[src/hdl/sva_pkg.sv]
// Shared types, codes and sizes of the synthesizer voice allocator.
package sva_pkg;

  localparam int VOICES  = 32;
  localparam int NOTES   = 128;
  localparam int VOICE_W = 5;
  localparam int NOTE_W  = 7;
  localparam int AGE_W   = 32;

  localparam logic [1:0] KIND_NOTE_ON  = 2'd0;
  localparam logic [1:0] KIND_NOTE_OFF = 2'd1;
  localparam logic [1:0] KIND_FINISH   = 2'd2;
  localparam logic [1:0] KIND_APPLY    = 2'd3;

  localparam logic [1:0] CFG_POLYPHONY = 2'd0;
  localparam logic [1:0] CFG_UNISON    = 2'd1;
  localparam logic [1:0] CFG_MODE      = 2'd2;

  localparam logic [1:0] MODE_POLY    = 2'd0;
  localparam logic [1:0] MODE_HIGHEST = 2'd1;
  localparam logic [1:0] MODE_LOWEST  = 2'd2;
  localparam logic [1:0] MODE_NEWEST  = 2'd3;

  localparam logic [1:0] STAGE_OFF      = 2'd0;
  localparam logic [1:0] STAGE_RELEASED = 2'd1;
  localparam logic [1:0] STAGE_SOUNDING = 2'd2;

  localparam logic [1:0] ACT_START   = 2'd0;
  localparam logic [1:0] ACT_RELEASE = 2'd1;
  localparam logic [1:0] ACT_OFF     = 2'd2;

  typedef struct packed {
    logic [1:0]         kind;
    logic [NOTE_W-1:0]  note;
    logic [6:0]         velocity;
    logic [VOICE_W-1:0] voice;
  } item_t;

  typedef struct packed {
    logic [VOICE_W-1:0] voice_index;
    logic [1:0]         action;
    logic [NOTE_W-1:0]  note_number;
    logic [6:0]         gate_level;
    logic signed [15:0] unison_spread;
    logic               last;
  } result_t;

  typedef enum logic [3:0] {
    OP_NONE, OP_LATCH, OP_FINISH, OP_NOTE, OP_MONO, OP_RESTAMP, OP_DUP, OP_PREP,
    OP_DIV, OP_MOD, OP_PICK, OP_COMMIT, OP_REL, OP_OFF, OP_APPLY, OP_FLUSH
  } dp_op_t;

  typedef enum logic [3:0] {
    S_IDLE, S_FINISH, S_NOTE, S_MONO, S_RESTAMP, S_DUP, S_PREP, S_DIV,
    S_MOD, S_PICK, S_COMMIT, S_REL, S_OFF, S_APPLY, S_FLUSH
  } state_t;

  typedef struct packed {
    dp_op_t op;
  } cmd_t;

  typedef struct packed {
    logic [1:0] kind;
    logic       mono;
    logic       scan_last;
    logic       dup_hit;
    logic       found;
    logic       more;
    logic       mod_done;
  } status_t;

endpackage

[src/hdl/sva_ctrl.sv]
// Sequencing state machine of the voice allocator.
module sva_ctrl (
  input  logic              clk,
  input  logic              rst,
  input  logic              start,
  input  logic [1:0]        kind,
  input  sva_pkg::status_t  status,
  output logic              busy,
  output sva_pkg::cmd_t     cmd
);

  sva_pkg::state_t state, state_next;

  always_ff @(posedge clk) begin
    if (rst) begin
      state <= sva_pkg::S_IDLE;
    end else begin
      state <= state_next;
    end
  end

  always_comb begin
    state_next = state;
    unique case (state)
      sva_pkg::S_IDLE: begin
        if (start) begin
          unique case (kind)
            sva_pkg::KIND_NOTE_ON:  state_next = sva_pkg::S_NOTE;
            sva_pkg::KIND_NOTE_OFF: state_next = sva_pkg::S_NOTE;
            sva_pkg::KIND_FINISH:   state_next = sva_pkg::S_FINISH;
            default:                state_next = sva_pkg::S_OFF;
          endcase
        end
      end
      sva_pkg::S_FINISH: state_next = sva_pkg::S_IDLE;
      sva_pkg::S_NOTE: begin
        if (status.mono) begin
          state_next = sva_pkg::S_MONO;
        end else if (status.kind == sva_pkg::KIND_NOTE_ON) begin
          state_next = sva_pkg::S_DUP;
        end else begin
          state_next = sva_pkg::S_REL;
        end
      end
      sva_pkg::S_MONO: begin
        if (status.scan_last) begin
          if (status.kind == sva_pkg::KIND_NOTE_ON) begin
            state_next = sva_pkg::S_DUP;
          end else if (status.found) begin
            state_next = sva_pkg::S_RESTAMP;
          end else begin
            state_next = sva_pkg::S_REL;
          end
        end
      end
      sva_pkg::S_RESTAMP: state_next = sva_pkg::S_DUP;
      sva_pkg::S_DUP: begin
        if (status.dup_hit) begin
          state_next = sva_pkg::S_FLUSH;
        end else if (status.scan_last) begin
          state_next = sva_pkg::S_PREP;
        end
      end
      sva_pkg::S_PREP: state_next = sva_pkg::S_DIV;
      sva_pkg::S_DIV: begin
        if (status.scan_last) state_next = sva_pkg::S_MOD;
      end
      sva_pkg::S_MOD: begin
        if (status.mod_done) state_next = sva_pkg::S_PICK;
      end
      sva_pkg::S_PICK: begin
        if (status.scan_last) state_next = sva_pkg::S_COMMIT;
      end
      sva_pkg::S_COMMIT: begin
        state_next = status.more ? sva_pkg::S_MOD : sva_pkg::S_FLUSH;
      end
      sva_pkg::S_REL: begin
        if (status.scan_last) state_next = sva_pkg::S_FLUSH;
      end
      sva_pkg::S_OFF: begin
        if (status.scan_last) state_next = sva_pkg::S_APPLY;
      end
      sva_pkg::S_APPLY: state_next = sva_pkg::S_FLUSH;
      sva_pkg::S_FLUSH: state_next = sva_pkg::S_IDLE;
      default: state_next = sva_pkg::S_IDLE;
    endcase
  end

  always_comb begin
    busy = (state != sva_pkg::S_IDLE);
    unique case (state)
      sva_pkg::S_IDLE:    cmd.op = start ? sva_pkg::OP_LATCH : sva_pkg::OP_NONE;
      sva_pkg::S_FINISH:  cmd.op = sva_pkg::OP_FINISH;
      sva_pkg::S_NOTE:    cmd.op = sva_pkg::OP_NOTE;
      sva_pkg::S_MONO:    cmd.op = sva_pkg::OP_MONO;
      sva_pkg::S_RESTAMP: cmd.op = sva_pkg::OP_RESTAMP;
      sva_pkg::S_DUP:     cmd.op = sva_pkg::OP_DUP;
      sva_pkg::S_PREP:    cmd.op = sva_pkg::OP_PREP;
      sva_pkg::S_DIV:     cmd.op = sva_pkg::OP_DIV;
      sva_pkg::S_MOD:     cmd.op = sva_pkg::OP_MOD;
      sva_pkg::S_PICK:    cmd.op = sva_pkg::OP_PICK;
      sva_pkg::S_COMMIT:  cmd.op = sva_pkg::OP_COMMIT;
      sva_pkg::S_REL:     cmd.op = sva_pkg::OP_REL;
      sva_pkg::S_OFF:     cmd.op = sva_pkg::OP_OFF;
      sva_pkg::S_APPLY:   cmd.op = sva_pkg::OP_APPLY;
      sva_pkg::S_FLUSH:   cmd.op = sva_pkg::OP_FLUSH;
      default:            cmd.op = sva_pkg::OP_NONE;
    endcase
  end

endmodule

[config.mk]
export PLATFORM = sky130hd
export DESIGN_NAME = sva_ctrl
export DESIGN_NICKNAME = d
export VERILOG_FILES = /design/src/hdl/sva_pkg.sv /design/src/hdl/sva_ctrl.sv
export SDC_FILE = /design/constraint.sdc
export NUM_CORES = 1
export LEC_CHECK = 0
export BUFFER_PORTS_ARGS = -buffer_cell sky130_fd_sc_hd__buf_2
export CAP_MARGIN = 40
export CORE_MARGIN = 5
export CORE_UTILIZATION = 35
export CTS_BUF_LIST = sky130_fd_sc_hd__clkbuf_2
export DETAILED_ROUTE_END_ITERATION = 6
export PLACE_DENSITY = 0.64
export SLEW_MARGIN = 20
export SYNTH_ARGS = -nofsm -noshare
export SYNTH_HDL_FRONTEND = slang
export SYNTH_SLANG_ARGS = --single-unit
[constraint.sdc]
create_clock -name clk -period 1.39 [get_ports clk]
set_input_delay 0.278 -clock clk [delete_from_list [all_inputs] [get_ports clk]]
set_output_delay 0.278 -clock clk [all_outputs]
set_load 0.01 [all_outputs]
==> flow_metrics.env <==
export IMPL_status="finished, violations left"
export IMPL_violations="setup timing"
export IMPL_register_area_um2=95.1
export IMPL_arrival_ns=1.29
export IMPL_criticalPathCategory="reg2out"
export IMPL_multi_input_area_um2=512
export IMPL_rsz0062_at_grt="yes"
export IMPL_numCtsBuffers=3
export IMPL_hold_class="in2reg"
export IMPL_seq_area_frac_synth=0.157
export IMPL_drt_pass1_iter_count=4
export IMPL_num_rows=13
export IMPL_place_worst_setup_slack_ns=-0.238
export IMPL_yosysWarnings=0
export IMPL_slowest_delay_ns=0.35
export IMPL_globalRoute_busiestLayer="met2"
export IMPL_synth_distinct_cells=39
export IMPL_grtUsageTotal=0.159
export IMPL_clockRootBuffer="clkbuf_2"
export IMPL_via_per_inst=5.69
export IMPL_setup_viol=9
export IMPL_finalSetupTns_ns=-0.917
export IMPL_dp_hpwl_um=1220
export IMPL_clock_latency_ns=0.22
export IMPL_leakage_nw=0.407
export IMPL_seq_power_share=0.136
export IMPL_stdcell_count=120
export IMPL_p_sw_mw=1.04
export IMPL_synth_edf_count=0
export IMPL_drt_wl_total_um=1790
export IMPL_p_comb_frac=0.819
export IMPL_maxCapViolCount=0
export IMPL_crit_path_start_kind="flop"
export IMPL_die_x_um=48.1
export IMPL_p_per_area_nw_per_um2=2580
export IMPL_fin_ws_ns=-0.175
export IMPL_crit_top_cell="buf_6"
export IMPL_crit_path_end_kind="output port"
export IMPL_cts_sinks=4
export IMPL_cts_hold_buf=0
export IMPL_clk_pin_slew_worst_paths_ns=0.05
export IMPL_crit_fanout=5
export IMPL_port_buffers=17
export IMPL_synth_area_per_cell_um2=7.27
export IMPL_grtUsageMet1=0.182
export IMPL_hold_viol=0
export IMPL_grt_max_degree=10
export IMPL_p_clk_frac=0.045
export IMPL_htree_levels=1
export IMPL_dp_cells=114
export IMPL_ys_seq_elements=4
export IMPL_drive_gt1_frac=0.619
export IMPL_areaGrowthSynthToFinish_pct=85.7
export IMPL_gp_congestion=0.977
export IMPL_wl_per_cell_um=15.0
export IMPL_synth_top_family_by_area="simple AND/OR/NAND/NOR gates"
export IMPL_crit_path_top_delay_cell="dfxtp_4"
export IMPL_num_vias=683
export IMPL_syn_area_um2=509
export IMPL_sw_frac_of_total=0.427
export IMPL_postRouteAntennaNets=0
export IMPL_antenna_found_initial=0
export IMPL_period_share=1.13
export IMPL_clockBufferDepth=2
export IMPL_ir_drop_mv=1.11
export IMPL_drc=0
export IMPL_pin_count=18
export IMPL_relSlewSlack=0.764
export IMPL_synth_flop_cell="dfxtp_1"
export IMPL_initial_core_util=0.382
export IMPL_netlist_instances=70
export IMPL_synth_fa_ha_area_frac=0
export IMPL_yosys_area_share_simple=0.410
export IMPL_cp_cell_sequence="buf_6 > nor4_4 > buf_4 > inv_2 > buf_6"
export IMPL_grt_pass1_wl_um=2650
export IMPL_n_antenna_cell=0
export IMPL_postLayoutCoreUtil=0.709
export IMPL_met2_usage=0.294
export IMPL_nets=120
export IMPL_die_y_um=48.1
export IMPL_first_iter_violations=22
export IMPL_tightest_slew_ns=0.352
export IMPL_largest_reg_flops=4
export IMPL_clock_skew_ns=0.00992
export IMPL_max_freq_ghz=0.639
export IMPL_synth_compound_area_frac=0.263
export IMPL_top_register="state"
export IMPL_grt_overflow=0
export IMPL_fillerInstances=93
export IMPL_grt_util_met3=0.0185
export IMPL_crit_required_ns=1.11
export IMPL_die_area_um2=2320
export IMPL_slew_violations=0
export IMPL_first_global_vias=659
export IMPL_synth_xor_area_share=0.0516
export IMPL_synthMuxAreaShare=0.0221
export IMPL_syn_nets=83
export IMPL_internal_power_mw=1.40
export IMPL_core_area_um2=1330
export IMPL_synthArstFlopShare=0
export IMPL_reg_top3="state (4)"
export IMPL_cts_tree="done"
export IMPL_finalCriticalPeriod_ns=1.56
## critical path: cells and delay by family, from the launching register on
family | cells | cell delay [ns]
buffers and inverters | 4 | 0.42
and+or+nand+nor | 1 | 0.30
DFF | 1 | 0.35
## area by class of cell
type | instances | area share
multi-input combinational | 57 | 0.541
timing repair buffer | 39 | 0.315
sequential | 4 | 0.101
tap | 15 | 0.0198
clock buffer | 3 | 0.0159
inverter | 2 | 0.00794
## cell families after synthesis
kind of cell           Yosys count
multiplexers                     1
buffers and inverters            9
XOR/XNOR                         3
AND/OR/NAND/NOR                 34
flip-flops                       4
AO/OA/AOI/OAI                   19
## power groups by stage
| stage | registers (mW) | clock network, mW | logic, mW |
|---|---|---|---|
| floorplan | 0.200 | 0 | 0.919 |
| global placement | 0.275 | 0 | 1.38 |
| detailed placement | 0.274 | 0 | 1.40 |
| CTS | 0.336 | 0.107 | 1.78 |
| global route | 0.352 | 0.117 | 2.12 |
| finish | 0.331 | 0.111 | 1.99 |
## synth_stat cells (2+ instances only)
master | number | area [µm²]
nand2_1 | 7 | 26.3
buf_2 | 3 | 15.0
nor2b_1 | 3 | 18.8
a211o_1 | 2 | 17.5
xnor2_1 | 2 | 17.5
o21ai_0 | 4 | 20.0
a211oi_1 | 2 | 15.0
or3_1 | 2 | 12.5
nor2_1 | 4 | 15.0
nor4_1 | 2 | 12.5
nor4b_1 | 2 | 17.5
a21oi_1 | 4 | 20.0
nor3_1 | 2 | 10.0
dfxtp_1 | 4 | 80.1
inv_1 | 2 | 7.51
clkbuf_1 | 2 | 7.51
## layout by cell type, fill, tap and decap left out, types with 2 or more instances in the layout
cell type   n
nor2_1      4
buf_4      11
nor4b_1     2
a21oi_2     2
nor2b_1     3
o21ai_0     4
a211oi_1    2
nor4_4      2
clkbuf_2    3
a21oi_1     2
or3_1       2
buf_6      12
a211o_1     2
buf_2      16
nand2_1     6
dfxtp_4     4
## routing by layer
metal,vias to the layer above,routed length [µm],share of wire
met4,0,14,0.0078
met5,-,0,0
met1,329,766,0.43
met2,19,925,0.52
met3,2,87,0.048
li1,333,-,-
## worst paths after layout
path	slack, ns	start	depth (start not counted)	endpoint
worst max-delay path	-0.17	state[0]$_SDFFE_PP0P_	5	busy
worst max register to register	-0.17	state[2]$_SDFFE_PP0P_	4	state[3]$_SDFFE_PP0P_
worst min register to register	0.59	state[1]$_SDFFE_PP0P_	2	state[1]$_SDFFE_PP0P_
worst min-delay path	0.26	rst	2	state[2]$_SDFFE_PP0P_
## timing repair
item                       CTS  global route
setup endpoints to repair    9             9
resized for setup           31            11
pin swaps                    9             4
setup buffers                2             1
## metrics by stage
stage | hold slack [ns] | cell area (µm²) | total power, mW
after floorplan | 0.350 | 519 | 1.12
after global placement | 0.493 | 722 | 1.66
after detailed placement | 0.487 | 722 | 1.67
after CTS | 0.265 | 881 | 2.22
after global routing | 0.262 | 946 | 2.58
final | 0.255 | 946 | 2.44
No activity file was read; power rests on OpenSTA's default activity.
